--- src/hw/rtl/sccr_pkg.sv ---
// Shared constants, codes and controller/datapath interface types of the sector cache engine.
`default_nettype none
package sccr_pkg;

  localparam int SLOT_COUNT  = 64;
  localparam int SLOT_W      = $clog2(SLOT_COUNT);
  localparam int CNT_W       = $clog2(SLOT_COUNT + 1);
  localparam int MAX_RESULTS = 64;
  localparam int EMIT_W      = $clog2(MAX_RESULTS);
  localparam int SECTOR_W    = 32;
  localparam int PIN_W       = 8;

  localparam int IN_FIELDS_W  = SECTOR_W + 1 + SLOT_W;
  localparam int IN_TDATA_W   = ((IN_FIELDS_W + 7) / 8) * 8;
  localparam int OUT_FIELDS_W = SLOT_W + 3 + SECTOR_W;
  localparam int OUT_TDATA_W  = ((OUT_FIELDS_W + 7) / 8) * 8;

  // Operation codes carried in in_tuser
  localparam logic [1:0] FUNC_ACQUIRE = 2'd0;
  localparam logic [1:0] FUNC_RELEASE = 2'd1;
  localparam logic [1:0] FUNC_FLUSH   = 2'd2;

  // Result status codes carried in out_tuser
  localparam logic [1:0] STAT_OK      = 2'd0;
  localparam logic [1:0] STAT_PINNED  = 2'd1;
  localparam logic [1:0] STAT_BAD_REL = 2'd2;

  // Datapath actions on the slot record under the read register
  localparam logic [3:0] OP_NONE    = 4'd0;
  localparam logic [3:0] OP_HIT     = 4'd1;
  localparam logic [3:0] OP_NEW     = 4'd2;
  localparam logic [3:0] OP_SWEEP   = 4'd3;
  localparam logic [3:0] OP_RELEASE = 4'd4;
  localparam logic [3:0] OP_FLUSH   = 4'd5;
  localparam logic [3:0] OP_PINNED  = 4'd6;
  localparam logic [3:0] OP_EMPTY   = 4'd7;

  typedef struct packed {
    logic [SECTOR_W-1:0] tag;
    logic                accessed;
    logic                dirty;
    logic [PIN_W-1:0]    pin;
  } sccr_rec_t;

  typedef struct packed {
    logic       load;
    logic       start_zero;
    logic       start_slot;
    logic       start_hand;
    logic       issue;
    logic       hold;
    logic [3:0] op;
  } sccr_cmd_t;

  typedef struct packed {
    logic rd_vld;
    logic match;
    logic victim;
    logic dirty;
    logic issue_more;
    logic full;
    logic none_unpinned;
    logic dirty_zero;
    logic flush_last;
    logic out_free;
  } sccr_stat_t;

endpackage
`default_nettype wire

--- src/hw/rtl/sccr_ctrl.sv ---
// Controller state machine: sequences lookup scan, fill, clock sweep, release and flush.
`default_nettype none
module sccr_ctrl (
  input  wire logic               clk,
  input  wire logic               rst_n,
  input  wire logic               in_tvalid,
  input  wire logic [1:0]         in_func,
  output logic                    in_tready,
  input  wire sccr_pkg::sccr_stat_t st,
  output sccr_pkg::sccr_cmd_t     cmd
);
  import sccr_pkg::*;

  localparam logic [2:0] S_IDLE      = 3'd0;
  localparam logic [2:0] S_ACQ_SCAN  = 3'd1;
  localparam logic [2:0] S_ACQ_MISS  = 3'd2;
  localparam logic [2:0] S_ACQ_SWEEP = 3'd3;
  localparam logic [2:0] S_REL_RD    = 3'd4;
  localparam logic [2:0] S_REL_ACT   = 3'd5;
  localparam logic [2:0] S_FL_SCAN   = 3'd6;
  localparam logic [2:0] S_FL_EMPTY  = 3'd7;

  logic [2:0] state_r;
  logic [2:0] state_nxt;

  always_ff @(posedge clk) begin
    if (!rst_n) begin
      state_r <= S_IDLE;
    end else begin
      state_r <= state_nxt;
    end
  end

  always_comb begin
    state_nxt = state_r;
    cmd       = '0;
    cmd.op    = OP_NONE;
    in_tready = 1'b0;
    unique case (state_r)
      S_IDLE: begin
        in_tready = 1'b1;
        if (in_tvalid) begin
          cmd.load = 1'b1;
          case (in_func)
            FUNC_ACQUIRE: begin
              cmd.start_zero = 1'b1;
              state_nxt      = S_ACQ_SCAN;
            end
            FUNC_RELEASE: begin
              cmd.start_slot = 1'b1;
              state_nxt      = S_REL_RD;
            end
            FUNC_FLUSH: begin
              if (st.dirty_zero) begin
                state_nxt = S_FL_EMPTY;
              end else begin
                cmd.start_zero = 1'b1;
                state_nxt      = S_FL_SCAN;
              end
            end
            default: state_nxt = S_IDLE;
          endcase
        end
      end
      S_ACQ_SCAN: begin
        if (st.match) begin
          if (st.out_free) begin
            cmd.op    = OP_HIT;
            state_nxt = S_IDLE;
          end else begin
            cmd.hold = 1'b1;
          end
        end else if (st.issue_more) begin
          cmd.issue = 1'b1;
        end else if (!st.rd_vld) begin
          state_nxt = S_ACQ_MISS;
        end
      end
      S_ACQ_MISS: begin
        if (!st.full) begin
          if (st.out_free) begin
            cmd.op    = OP_NEW;
            state_nxt = S_IDLE;
          end
        end else if (st.none_unpinned) begin
          if (st.out_free) begin
            cmd.op    = OP_PINNED;
            state_nxt = S_IDLE;
          end
        end else begin
          cmd.start_hand = 1'b1;
          state_nxt      = S_ACQ_SWEEP;
        end
      end
      S_ACQ_SWEEP: begin
        if (st.victim) begin
          if (st.out_free) begin
            cmd.op    = OP_SWEEP;
            state_nxt = S_IDLE;
          end else begin
            cmd.hold = 1'b1;
          end
        end else begin
          cmd.issue = 1'b1;
          if (st.rd_vld) begin
            cmd.op = OP_SWEEP;
          end
        end
      end
      S_REL_RD: begin
        cmd.issue = 1'b1;
        state_nxt = S_REL_ACT;
      end
      S_REL_ACT: begin
        if (st.out_free) begin
          cmd.op    = OP_RELEASE;
          state_nxt = S_IDLE;
        end else begin
          cmd.hold = 1'b1;
        end
      end
      S_FL_SCAN: begin
        if (st.dirty) begin
          if (st.out_free) begin
            cmd.op = OP_FLUSH;
            if (st.flush_last) begin
              state_nxt = S_IDLE;
            end else begin
              cmd.issue = st.issue_more;
            end
          end else begin
            cmd.hold = 1'b1;
          end
        end else begin
          cmd.issue = st.issue_more;
        end
      end
      S_FL_EMPTY: begin
        if (st.out_free) begin
          cmd.op    = OP_EMPTY;
          state_nxt = S_IDLE;
        end
      end
      default: state_nxt = S_IDLE;
    endcase
  end

endmodule
`default_nettype wire

--- src/hw/rtl/sccr_datapath.sv ---
// Datapath: slot record memory, scan pointer, occupancy counters and result register.
`default_nettype none
module sccr_datapath (
  input  wire logic                               clk,
  input  wire logic                               rst_n,
  input  wire sccr_pkg::sccr_cmd_t                cmd,
  output sccr_pkg::sccr_stat_t                    st,
  input  wire logic [sccr_pkg::SECTOR_W-1:0]      in_sector,
  input  wire logic                               in_mark_dirty,
  input  wire logic [sccr_pkg::SLOT_W-1:0]        in_slot,
  output logic                                    out_valid,
  input  wire logic                               out_ready,
  output logic [sccr_pkg::SLOT_W-1:0]             out_slot_index,
  output logic                                    out_hit,
  output logic                                    out_fill_needed,
  output logic                                    out_writeback_valid,
  output logic [sccr_pkg::SECTOR_W-1:0]           out_writeback_sector,
  output logic [1:0]                              out_status,
  output logic                                    out_last
);
  import sccr_pkg::*;

  sccr_rec_t mem [SLOT_COUNT];

  // Request latched at accept
  logic [SECTOR_W-1:0] req_sector_r;
  logic                req_dirty_r;
  logic [SLOT_W-1:0]   req_slot_r;

  // Read pipeline
  logic [SLOT_W-1:0] rd_idx_r;
  logic [SLOT_W-1:0] rd_slot_r;
  sccr_rec_t         rd_data_r;
  logic              rd_vld_r;
  logic [CNT_W-1:0]  issue_cnt_r;

  // Policy state
  logic [CNT_W-1:0]  in_use_r,   in_use_nxt;
  logic [SLOT_W-1:0] hand_r,     hand_nxt;
  logic [CNT_W-1:0]  unpinned_r, unpinned_nxt;
  logic [CNT_W-1:0]  dirty_cnt_r, dirty_cnt_nxt;
  logic [EMIT_W-1:0] emit_cnt_r, emit_cnt_nxt;

  // Result register
  logic                out_valid_r;
  logic [SLOT_W-1:0]   res_slot_r,   res_slot_nxt;
  logic                res_hit_r,    res_hit_nxt;
  logic                res_fill_r,   res_fill_nxt;
  logic                res_wbv_r,    res_wbv_nxt;
  logic [SECTOR_W-1:0] res_wbs_r,    res_wbs_nxt;
  logic [1:0]          res_status_r, res_status_nxt;
  logic                res_last_r,   res_last_nxt;

  logic              we;
  logic [SLOT_W-1:0] waddr;
  sccr_rec_t         wdata;
  logic              emit;
  logic              bad_rel;
  logic              out_free;
  logic [SLOT_W-1:0] rd_idx_inc;
  logic [SLOT_W-1:0] rd_slot_inc;

  assign out_free    = !out_valid_r || out_ready;
  assign bad_rel     = {1'b0, req_slot_r} >= in_use_r;
  assign rd_idx_inc  = (rd_idx_r == SLOT_W'(SLOT_COUNT - 1)) ? '0 : rd_idx_r + 1'b1;
  assign rd_slot_inc = (rd_slot_r == SLOT_W'(SLOT_COUNT - 1)) ? '0 : rd_slot_r + 1'b1;

  always_comb begin
    st.rd_vld        = rd_vld_r;
    st.match         = rd_vld_r && (rd_data_r.tag == req_sector_r);
    st.victim        = rd_vld_r && (rd_data_r.pin == '0) && !rd_data_r.accessed;
    st.dirty         = rd_vld_r && rd_data_r.dirty;
    st.issue_more    = issue_cnt_r < in_use_r;
    st.full          = in_use_r == CNT_W'(SLOT_COUNT);
    st.none_unpinned = unpinned_r == '0;
    st.dirty_zero    = dirty_cnt_r == '0;
    st.flush_last    = (dirty_cnt_r == CNT_W'(1)) || (emit_cnt_r == EMIT_W'(MAX_RESULTS - 1));
    st.out_free      = out_free;
  end

  // Action on the record under the read register
  always_comb begin
    we             = 1'b0;
    waddr          = rd_slot_r;
    wdata          = rd_data_r;
    emit           = 1'b0;
    in_use_nxt     = in_use_r;
    hand_nxt       = hand_r;
    unpinned_nxt   = unpinned_r;
    dirty_cnt_nxt  = dirty_cnt_r;
    emit_cnt_nxt   = emit_cnt_r;
    res_slot_nxt   = '0;
    res_hit_nxt    = 1'b0;
    res_fill_nxt   = 1'b0;
    res_wbv_nxt    = 1'b0;
    res_wbs_nxt    = '0;
    res_status_nxt = STAT_OK;
    res_last_nxt   = 1'b1;
    unique case (cmd.op)
      OP_NONE: ;
      OP_HIT: begin
        we             = 1'b1;
        wdata.accessed = 1'b1;
        wdata.dirty    = rd_data_r.dirty | req_dirty_r;
        if (rd_data_r.pin != {PIN_W{1'b1}}) begin
          wdata.pin = rd_data_r.pin + 1'b1;
        end
        if (rd_data_r.pin == '0) begin
          unpinned_nxt = unpinned_r - 1'b1;
        end
        if (!rd_data_r.dirty && req_dirty_r) begin
          dirty_cnt_nxt = dirty_cnt_r + 1'b1;
        end
        emit         = 1'b1;
        res_slot_nxt = rd_slot_r;
        res_hit_nxt  = 1'b1;
      end
      OP_NEW: begin
        we             = 1'b1;
        waddr          = in_use_r[SLOT_W-1:0];
        wdata.tag      = req_sector_r;
        wdata.accessed = 1'b1;
        wdata.dirty    = req_dirty_r;
        wdata.pin      = PIN_W'(1);
        in_use_nxt     = in_use_r + 1'b1;
        dirty_cnt_nxt  = dirty_cnt_r + CNT_W'(req_dirty_r);
        emit           = 1'b1;
        res_slot_nxt   = in_use_r[SLOT_W-1:0];
        res_fill_nxt   = 1'b1;
      end
      OP_SWEEP: begin
        if (rd_data_r.pin == '0) begin
          we = 1'b1;
          if (rd_data_r.accessed) begin
            // second chance: clear and move on
            wdata.accessed = 1'b0;
          end else begin
            wdata.tag      = req_sector_r;
            wdata.accessed = 1'b1;
            wdata.dirty    = req_dirty_r;
            wdata.pin      = PIN_W'(1);
            hand_nxt       = rd_slot_inc;
            unpinned_nxt   = unpinned_r - 1'b1;
            dirty_cnt_nxt  = dirty_cnt_r - CNT_W'(rd_data_r.dirty) + CNT_W'(req_dirty_r);
            emit           = 1'b1;
            res_slot_nxt   = rd_slot_r;
            res_fill_nxt   = 1'b1;
            res_wbv_nxt    = rd_data_r.dirty;
            res_wbs_nxt    = rd_data_r.dirty ? rd_data_r.tag : '0;
          end
        end
      end
      OP_RELEASE: begin
        emit         = 1'b1;
        res_slot_nxt = req_slot_r;
        if (bad_rel) begin
          res_status_nxt = STAT_BAD_REL;
        end else begin
          we = 1'b1;
          if (rd_data_r.pin != '0) begin
            wdata.pin = rd_data_r.pin - 1'b1;
          end
          if (rd_data_r.pin == PIN_W'(1)) begin
            unpinned_nxt = unpinned_r + 1'b1;
          end
        end
      end
      OP_FLUSH: begin
        we            = 1'b1;
        wdata.dirty   = 1'b0;
        dirty_cnt_nxt = dirty_cnt_r - 1'b1;
        emit_cnt_nxt  = emit_cnt_r + 1'b1;
        emit          = 1'b1;
        res_slot_nxt  = rd_slot_r;
        res_wbv_nxt   = 1'b1;
        res_wbs_nxt   = rd_data_r.tag;
        res_last_nxt  = st.flush_last;
      end
      OP_PINNED: begin
        emit           = 1'b1;
        res_status_nxt = STAT_PINNED;
      end
      OP_EMPTY: begin
        emit = 1'b1;
      end
      default: ;
    endcase
    if (cmd.load) begin
      emit_cnt_nxt = '0;
    end
  end

  // Slot record memory, one write and one registered read per cycle; the read waits while cmd.hold is set
  always_ff @(posedge clk) begin
    if (we) begin
      mem[waddr] <= wdata;
    end
    if (cmd.issue && !cmd.hold) begin
      rd_data_r <= mem[rd_idx_r];
      rd_slot_r <= rd_idx_r;
    end
  end

  always_ff @(posedge clk) begin
    if (cmd.load) begin
      req_sector_r <= in_sector;
      req_dirty_r  <= in_mark_dirty;
      req_slot_r   <= in_slot;
    end
    if (emit) begin
      res_slot_r   <= res_slot_nxt;
      res_hit_r    <= res_hit_nxt;
      res_fill_r   <= res_fill_nxt;
      res_wbv_r    <= res_wbv_nxt;
      res_wbs_r    <= res_wbs_nxt;
      res_status_r <= res_status_nxt;
      res_last_r   <= res_last_nxt;
    end
  end

  always_ff @(posedge clk) begin
    if (!rst_n) begin
      rd_idx_r    <= '0;
      rd_vld_r    <= 1'b0;
      issue_cnt_r <= '0;
      in_use_r    <= '0;
      hand_r      <= '0;
      unpinned_r  <= '0;
      dirty_cnt_r <= '0;
      emit_cnt_r  <= '0;
      out_valid_r <= 1'b0;
    end else begin
      in_use_r    <= in_use_nxt;
      hand_r      <= hand_nxt;
      unpinned_r  <= unpinned_nxt;
      dirty_cnt_r <= dirty_cnt_nxt;
      emit_cnt_r  <= emit_cnt_nxt;
      if (cmd.start_zero) begin
        rd_idx_r    <= '0;
        issue_cnt_r <= '0;
        rd_vld_r    <= 1'b0;
      end else if (cmd.start_slot) begin
        rd_idx_r    <= in_slot;
        issue_cnt_r <= '0;
        rd_vld_r    <= 1'b0;
      end else if (cmd.start_hand) begin
        rd_idx_r    <= hand_r;
        issue_cnt_r <= '0;
        rd_vld_r    <= 1'b0;
      end else if (cmd.hold) begin
        rd_vld_r <= rd_vld_r;
      end else if (cmd.issue) begin
        rd_idx_r    <= rd_idx_inc;
        issue_cnt_r <= issue_cnt_r + 1'b1;
        rd_vld_r    <= 1'b1;
      end else begin
        rd_vld_r <= 1'b0;
      end
      if (emit) begin
        out_valid_r <= 1'b1;
      end else if (out_ready) begin
        out_valid_r <= 1'b0;
      end
    end
  end

  assign out_valid            = out_valid_r;
  assign out_slot_index       = res_slot_r;
  assign out_hit              = res_hit_r;
  assign out_fill_needed      = res_fill_r;
  assign out_writeback_valid  = res_wbv_r;
  assign out_writeback_sector = res_wbs_r;
  assign out_status           = res_status_r;
  assign out_last             = res_last_r;

endmodule
`default_nettype wire

--- src/hw/rtl/sector_cache_clock_replacement_core.sv ---
// Top level of the sector cache tag and clock-replacement policy engine.
// Usage: one item on the in_ channel is one request, selected by in_tuser:
//   acquire a sector, release a slot's pin, or flush all dirty slots.
// Results leave on the out_ channel; out_tlast marks the final result of a request.
// Acquire and release give one result; flush gives one result per dirty slot
// (ascending slot order), or a single empty result when nothing is dirty.
// Requests are handled one at a time; in_tready is high only while the
// controller waits for a request, and an unknown operation is dropped.
// The time to a result is set by the slot record memory, which gives one read
// per cycle unless a stalled result holds the scan; the next item can be taken
// in the cycle after the result is loaded. Slots read per request:
//   acquire hit on slot i: slots 0 to i; acquire miss with a free slot:
//   every filled slot, none on an empty cache; acquire on a full cache with
//   every slot pinned: every slot; clock sweep: every slot, then slots from
//   the hand, at most two passes over 64 slots; release: the one slot; flush:
//   slots up to the last dirty slot, or none when nothing is dirty.
// Reset empties the cache: occupancy, clock hand, pin and dirty counters go
// to zero; no clearing pass runs, and only a release of an unfilled slot reads
// past the filled slots of the tag memory. When the receiver stalls, the result
// register holds and the scan freezes on the next slot with a result to give.
`default_nettype none
module sector_cache_clock_replacement_core (
  input  wire logic                             clk,
  input  wire logic                             rst_n,
  input  wire logic                             in_tvalid,
  output logic                                  in_tready,
  // sector[31:0], mark_dirty[32], slot[38:33], zero pad
  input  wire logic [sccr_pkg::IN_TDATA_W-1:0]  in_tdata,
  // func[1:0]
  input  wire logic [1:0]                       in_tuser,
  output logic                                  out_tvalid,
  input  wire logic                             out_tready,
  // slot_index[5:0], hit[6], fill_needed[7], writeback_valid[8],
  // writeback_sector[40:9], zero pad
  output logic [sccr_pkg::OUT_TDATA_W-1:0]      out_tdata,
  // status[1:0]
  output logic [1:0]                            out_tuser,
  output logic                                  out_tlast
);
  import sccr_pkg::*;

  sccr_cmd_t           cmd;
  sccr_stat_t          st;
  logic [SLOT_W-1:0]   res_slot;
  logic                res_hit;
  logic                res_fill;
  logic                res_wbv;
  logic [SECTOR_W-1:0] res_wbs;

  sccr_ctrl u_ctrl (
    .clk       (clk),
    .rst_n     (rst_n),
    .in_tvalid (in_tvalid),
    .in_func   (in_tuser),
    .in_tready (in_tready),
    .st        (st),
    .cmd       (cmd)
  );

  sccr_datapath u_dp (
    .clk                  (clk),
    .rst_n                (rst_n),
    .cmd                  (cmd),
    .st                   (st),
    .in_sector            (in_tdata[SECTOR_W-1:0]),
    .in_mark_dirty        (in_tdata[SECTOR_W]),
    .in_slot              (in_tdata[SECTOR_W+SLOT_W:SECTOR_W+1]),
    .out_valid            (out_tvalid),
    .out_ready            (out_tready),
    .out_slot_index       (res_slot),
    .out_hit              (res_hit),
    .out_fill_needed      (res_fill),
    .out_writeback_valid  (res_wbv),
    .out_writeback_sector (res_wbs),
    .out_status           (out_tuser),
    .out_last             (out_tlast)
  );

  // Pack result fields, lowest field first
  assign out_tdata = {{(OUT_TDATA_W - OUT_FIELDS_W){1'b0}},
                      res_wbs, res_wbv, res_fill, res_hit, res_slot};

endmodule
`default_nettype wire

--- config.mk ---
export PLATFORM = sky130hd
export DESIGN_NAME = sector_cache_clock_replacement_core
export DESIGN_NICKNAME = d
export VERILOG_FILES = /design/src/hw/rtl/sccr_pkg.sv /design/src/hw/rtl/sccr_ctrl.sv /design/src/hw/rtl/sccr_datapath.sv /design/src/hw/rtl/sector_cache_clock_replacement_core.sv
export SDC_FILE = /design/constraint.sdc
export NUM_CORES = 2
export LEC_CHECK = 0
export BUFFER_PORTS_ARGS = -buffer_cell sky130_fd_sc_hd__buf_2
export CAP_MARGIN = 20
export CORE_ASPECT_RATIO = 1.1
export CORE_UTILIZATION = 65
export CTS_BUF_LIST = sky130_fd_sc_hd__clkbuf_4 sky130_fd_sc_hd__clkbuf_8 sky130_fd_sc_hd__clkbuf_16
export CTS_CLUSTER_SIZE = 24
export DETAILED_ROUTE_END_ITERATION = 12
export PLACE_DENSITY = 0.83
export SYNTH_ARGS = -nofsm -noshare
export SYNTH_HDL_FRONTEND = slang
export SYNTH_HIERARCHICAL = 1
export SYNTH_SLANG_ARGS = --single-unit
--- constraint.sdc ---
create_clock -name clk -period 12.7 [get_ports clk]
set_clock_uncertainty 0.05 [all_clocks]
set_input_delay 0.635 -clock clk [delete_from_list [all_inputs] [get_ports clk]]
set_output_delay 0.635 -clock clk [all_outputs]
set_load 0.02 [all_outputs]
==> results.tsv <==
metric	value	unit
ports placed on the boundary	99	
final-report setup violation count	0	
stage delay of the slowest cell on the critical path	0.89	ns
capture point of the worst reg-to-reg path	u_dp/mem[42][1]$_DFFE_PP_	
Avg WL per Cell	45.0	um
worst hold slack	0.183	ns
final-layout fill cell count	8457	
Place WS	4.92	ns
most numerous cell on the critical path	sky130_fd_sc_hd__buf_4	
Die ar.	173000	um2
peak supply drop	230	uV
via count	62700	
post-detailed-route DRC marker count	0	
global-route wire length before repair	480000	um
post-synthesis simple-gate area fraction	0.0205	
critical path endpoint category	register	
Maximum Capacitance Violations	0	
logic gate share of total power	0.314	
predominant post-synthesis flop cell	sky130_fd_sc_hd__edfxtp_1	
XOR/XNOR share of the synthesized area	0.00457	
Fmax achieved	121	MHz
number of storage elements in the synthesis netlist	2870	
number of cells on the worst reg-to-reg path	16	
clock share of power	0.274	
internal power contribution	20200	uW
min setup slack post-route	4.47	ns
mux cell area share after synthesis	0.145	
result of the run	complete, no violations	
global route hottest layer	met2	
Resized Gates After CTS	0	
sequential cell fraction of total power	0.412	
Syn Std Cell Area	111000	um2
max-slew violation count	0	
register-to-register path setup slack	4.47	ns
detailed-routing iteration count for the pre-antenna-repair pass	10	
post-synthesis adder-cell area fraction	0.00654	
total net switching power	10700	uW
number of buffers inserted to repair setup after CTS	0	
clock-pin slew reported for the worst setup and hold paths after clock tree synthesis	0.07	ns
vertical die dimension	436	um
count of nets after finishing	5551	
crit path DAT	8.75	ns
share of the yosys chip area belonging to registers	0.770	
I/O Buffers	90	
overall track demand over capacity in global routing	0.406	
fraction of final layout cells sized beyond drive strength 1	0.262	
wire length after detailed routing	355000	um
maximum fanout count along the critical path	23	
antenna violations before repair	8	
Post-CTS Hold Fix Bufs	40	
largest family of logic cells by synthesized area	multiplexers	
routing usage on met2	0.635	
Floorplan Core Area	169000	um2
CTS H-tree depth	5	
Max clock buf depth	4	
final clock period utilization by the worst path	0.648	
total of warnings raised by yosys	6	
TritonCTS clock tree	built	
proportion of register bits with asynchronous set or reset after synthesis	0	
CP Class	reg2reg	
starting density of the core	0.658	
Worst slew margin	0.162	
clock insertion delay at the later pin of the skew report	0.96	ns
Required @ worst endpoint	13.22	ns
compound-gate portion of the synthesized area	0.0403	
Global Route met3 Usage	0.106	
worst setup path startpoint	u_dp/rd_data_r[32]$_DFFE_PP_	
source of the worst register-to-register timing path	u_dp/rd_data_r[32]$_DFFE_PP_	
number of synthesized flops with an enable pin	2819	
Site Rows	158	
actual transition at the worst max-transition pin	1.26	ns
worst hold-check path type	in2reg	
clock sink count	2870	
total grt overflow	0	
Final Critical Period	8.23	ns
vias per cell	7.95	
met1 capacity usage during global routing	0.493	
number of buffers created by CTS	284	
Power per Cell Area	248	nW/um2
Syn-to-layout area delta	12.1	%
RSZ-0062 raised after global routing	no	
hold wc startpoint	rst_n	
Avg Cell Area, Syn	21.6	um2
unique cell type count in the Yosys netlist	85	
Root Buffer Master	sky130_fd_sc_hd__clkbuf_16	
antenna-violating nets left	0	
maximum number of pins on one net before global-route repair	130	
weighted congestion reported at the end of routability-driven placement	0.859	
number of global-route vias before repair	62100	
die outline width	396	um
Sum Neg Setup Slack	0	ns
detailed placer's ending HPWL	149000	um
final number of hold-violating endpoints	0	
violation count after the first detailed-route iteration	12400	
ordered list of cells on the worst path	xor2_1 -> nor4_1 -> nand4_1 -> nor4_2 -> buf_4 -> nor2b_1 -> a32oi_1 -> o21bai_1 -> buf_4 -> nor2_1 -> a211oi_1 -> o21ai_0 -> a21oi_1 -> nand2_1 -> nor2_4 -> buf_4	
Gate Count Post-Synth	5156	
crit path launch type	register	
cell at the slowest stage of the critical path	sky130_fd_sc_hd__a21oi_1	
LEAKAGE	0.0386	uW
endpoint of the most critical setup path	u_dp/mem[42][1]$_DFFE_PP_	
switching part of the total	0.347	
==> per-stage QoR <==
step	utilization	power [uW]	cells	area (um2)
6_report	0.737	30900	7879	125000
3_5_place_dp	0.680	21400	7342	115000
5_1_grt	0.737	31200	7878	125000
2_1_floorplan	-	18300	5162	111000
4_1_cts	0.734	30100	7858	124000
3_3_place_gp	0.680	21000	7342	115000
==> final cells by class <==
type | instances | area, um2 | share of cell area
antenna | 1 | 2.50 | 0.0000201
clock buffer | 336 | 7550 | 0.0605
clock inverter | 140 | 1230 | 0.00983
inverter | 53 | 199 | 0.00160
multi-input combinational | 1944 | 24800 | 0.199
sequential | 2870 | 85700 | 0.687
tap | 2240 | 2800 | 0.0225
timing repair buffer | 295 | 2390 | 0.0192
==> per-layer routing <==
layer  up-vias  wire length [um]
li1      22300                 -
met2      7634            167000
met5         -                 7
met1     30900             99900
met3      1770             52600
met4         2             34800
==> synthesized netlist by cell type, types with 22 or more instances <==
library cell | n | share of area
sky130_fd_sc_hd__nor2_1 | 162 | 0.0055
sky130_fd_sc_hd__inv_1 | 51 | 0.0017
sky130_fd_sc_hd__mux2i_1 | 41 | 0.0037
sky130_fd_sc_hd__nand3_1 | 28 | 0.0013
sky130_fd_sc_hd__o221ai_1 | 41 | 0.0032
sky130_fd_sc_hd__nor2b_1 | 49 | 0.0028
sky130_fd_sc_hd__mux2_1 | 24 | 0.0024
sky130_fd_sc_hd__a22oi_1 | 121 | 0.0082
sky130_fd_sc_hd__ha_1 | 55 | 0.0062
sky130_fd_sc_hd__xor2_1 | 36 | 0.0028
sky130_fd_sc_hd__a22o_1 | 75 | 0.0059
sky130_fd_sc_hd__nand2_1 | 108 | 0.0036
sky130_fd_sc_hd__xnor2_1 | 22 | 0.0017
sky130_fd_sc_hd__buf_2 | 89 | 0.0040
sky130_fd_sc_hd__dfxtp_1 | 51 | 0.0092
sky130_fd_sc_hd__a21oi_1 | 107 | 0.0048
sky130_fd_sc_hd__a221oi_1 | 79 | 0.0062
sky130_fd_sc_hd__edfxtp_1 | 2819 | 0.76
sky130_fd_sc_hd__o21ai_0 | 55 | 0.0025
sky130_fd_sc_hd__clkbuf_1 | 171 | 0.0058
sky130_fd_sc_hd__mux4_2 | 680 | 0.14
==> cells in the final DEF (no fill, tap or decap), types with 40 or more instances in the layout <==
master                          Yosys  layout
sky130_fd_sc_hd__a22o_1            75      75
sky130_fd_sc_hd__mux4_2           680     680
sky130_fd_sc_hd__edfxtp_1        2819    2819
sky130_fd_sc_hd__nor2_1           162      95
sky130_fd_sc_hd__clkinv_1           0      70
sky130_fd_sc_hd__o221ai_1          41      41
sky130_fd_sc_hd__a22oi_1          121     120
sky130_fd_sc_hd__a21oi_1          107     106
sky130_fd_sc_hd__ha_1              55      55
sky130_fd_sc_hd__buf_2             89      90
sky130_fd_sc_hd__nor2_4             0      68
sky130_fd_sc_hd__nand2_1          108     105
sky130_fd_sc_hd__mux2i_1           41      41
sky130_fd_sc_hd__a221oi_1          79      79
sky130_fd_sc_hd__o21ai_0           55      53
sky130_fd_sc_hd__inv_1             51      51
sky130_fd_sc_hd__dlygate4sd3_1      0      40
sky130_fd_sc_hd__nor2b_1           49      44
sky130_fd_sc_hd__buf_4             15     143
sky130_fd_sc_hd__clkbuf_16          0     287
sky130_fd_sc_hd__clkbuf_4           0      49
sky130_fd_sc_hd__dfxtp_1           51      47
==> logic make-up after synthesis <==
kind of cell,count (synthesis)
xor gates and xnor gates,58
muxes,753
other,2
buffers and inverters,348
adders and majority gates,57
DFF,2870
AOI/OAI and AO/OA,603
and+or+nand+nor,465
==> critical path: cells and delay by family, from the launching register on <==
kind | cells | cell delay (ns)
flops | 1 | 0.48
compound gates | 5 | 1.98
buf+inv | 3 | 1.15
xor+xnor | 1 | 0.21
simple gates | 7 | 3.94
==> worst min path at each step <==
stage | to | slack (ns) | depth (start not counted)
6_report | u_dp/out_valid$_SDFFE_PN0P_ | 0.18 | 2
5_1_grt | u_dp/out_valid$_SDFFE_PN0P_ | 0.22 | 2
4_1_cts | u_dp/dirty_cnt_r[1]$_SDFFE_PN0P_ | 0.17 | 2
3_5_place_dp | u_dp/hand_r[1]$_SDFFE_PN0P_ | 0.42 | 2
3_3_place_gp | u_dp/hand_r[1]$_SDFFE_PN0P_ | 0.41 | 2
2_1_floorplan | u_dp/rd_slot_r[2]$_DFFE_PP_ | 0.36 | 0
==> power by group through the flow <==
stage	registers, uW	logic [uW]	clock network (uW)
2_1_floorplan	12800	5480	0
3_3_place_gp	12900	8170	0
3_5_place_dp	12900	8490	0
4_1_cts	12700	9000	8350
5_1_grt	12700	9740	8750
6_report	12700	9720	8470
==> state kept, by name (all words and copies together), names as in the netlist, 6 cells and up <==
name and cells:
u_dp/mem 2688, u_dp/rd_data_r 42, u_dp/out_writeback_sector 32, u_dp/req_sector_r 32, u_dp/dirty_cnt_r 7, u_dp/in_use_r 7
u_dp/issue_cnt_r 7, u_dp/unpinned_r 7, u_dp/emit_cnt_r 6, u_dp/hand_r 6, u_dp/out_slot_index 6, u_dp/rd_idx_r 6
u_dp/rd_slot_r 6, u_dp/req_slot_r 6
No activity file was read; power rests on OpenSTA's default activity.
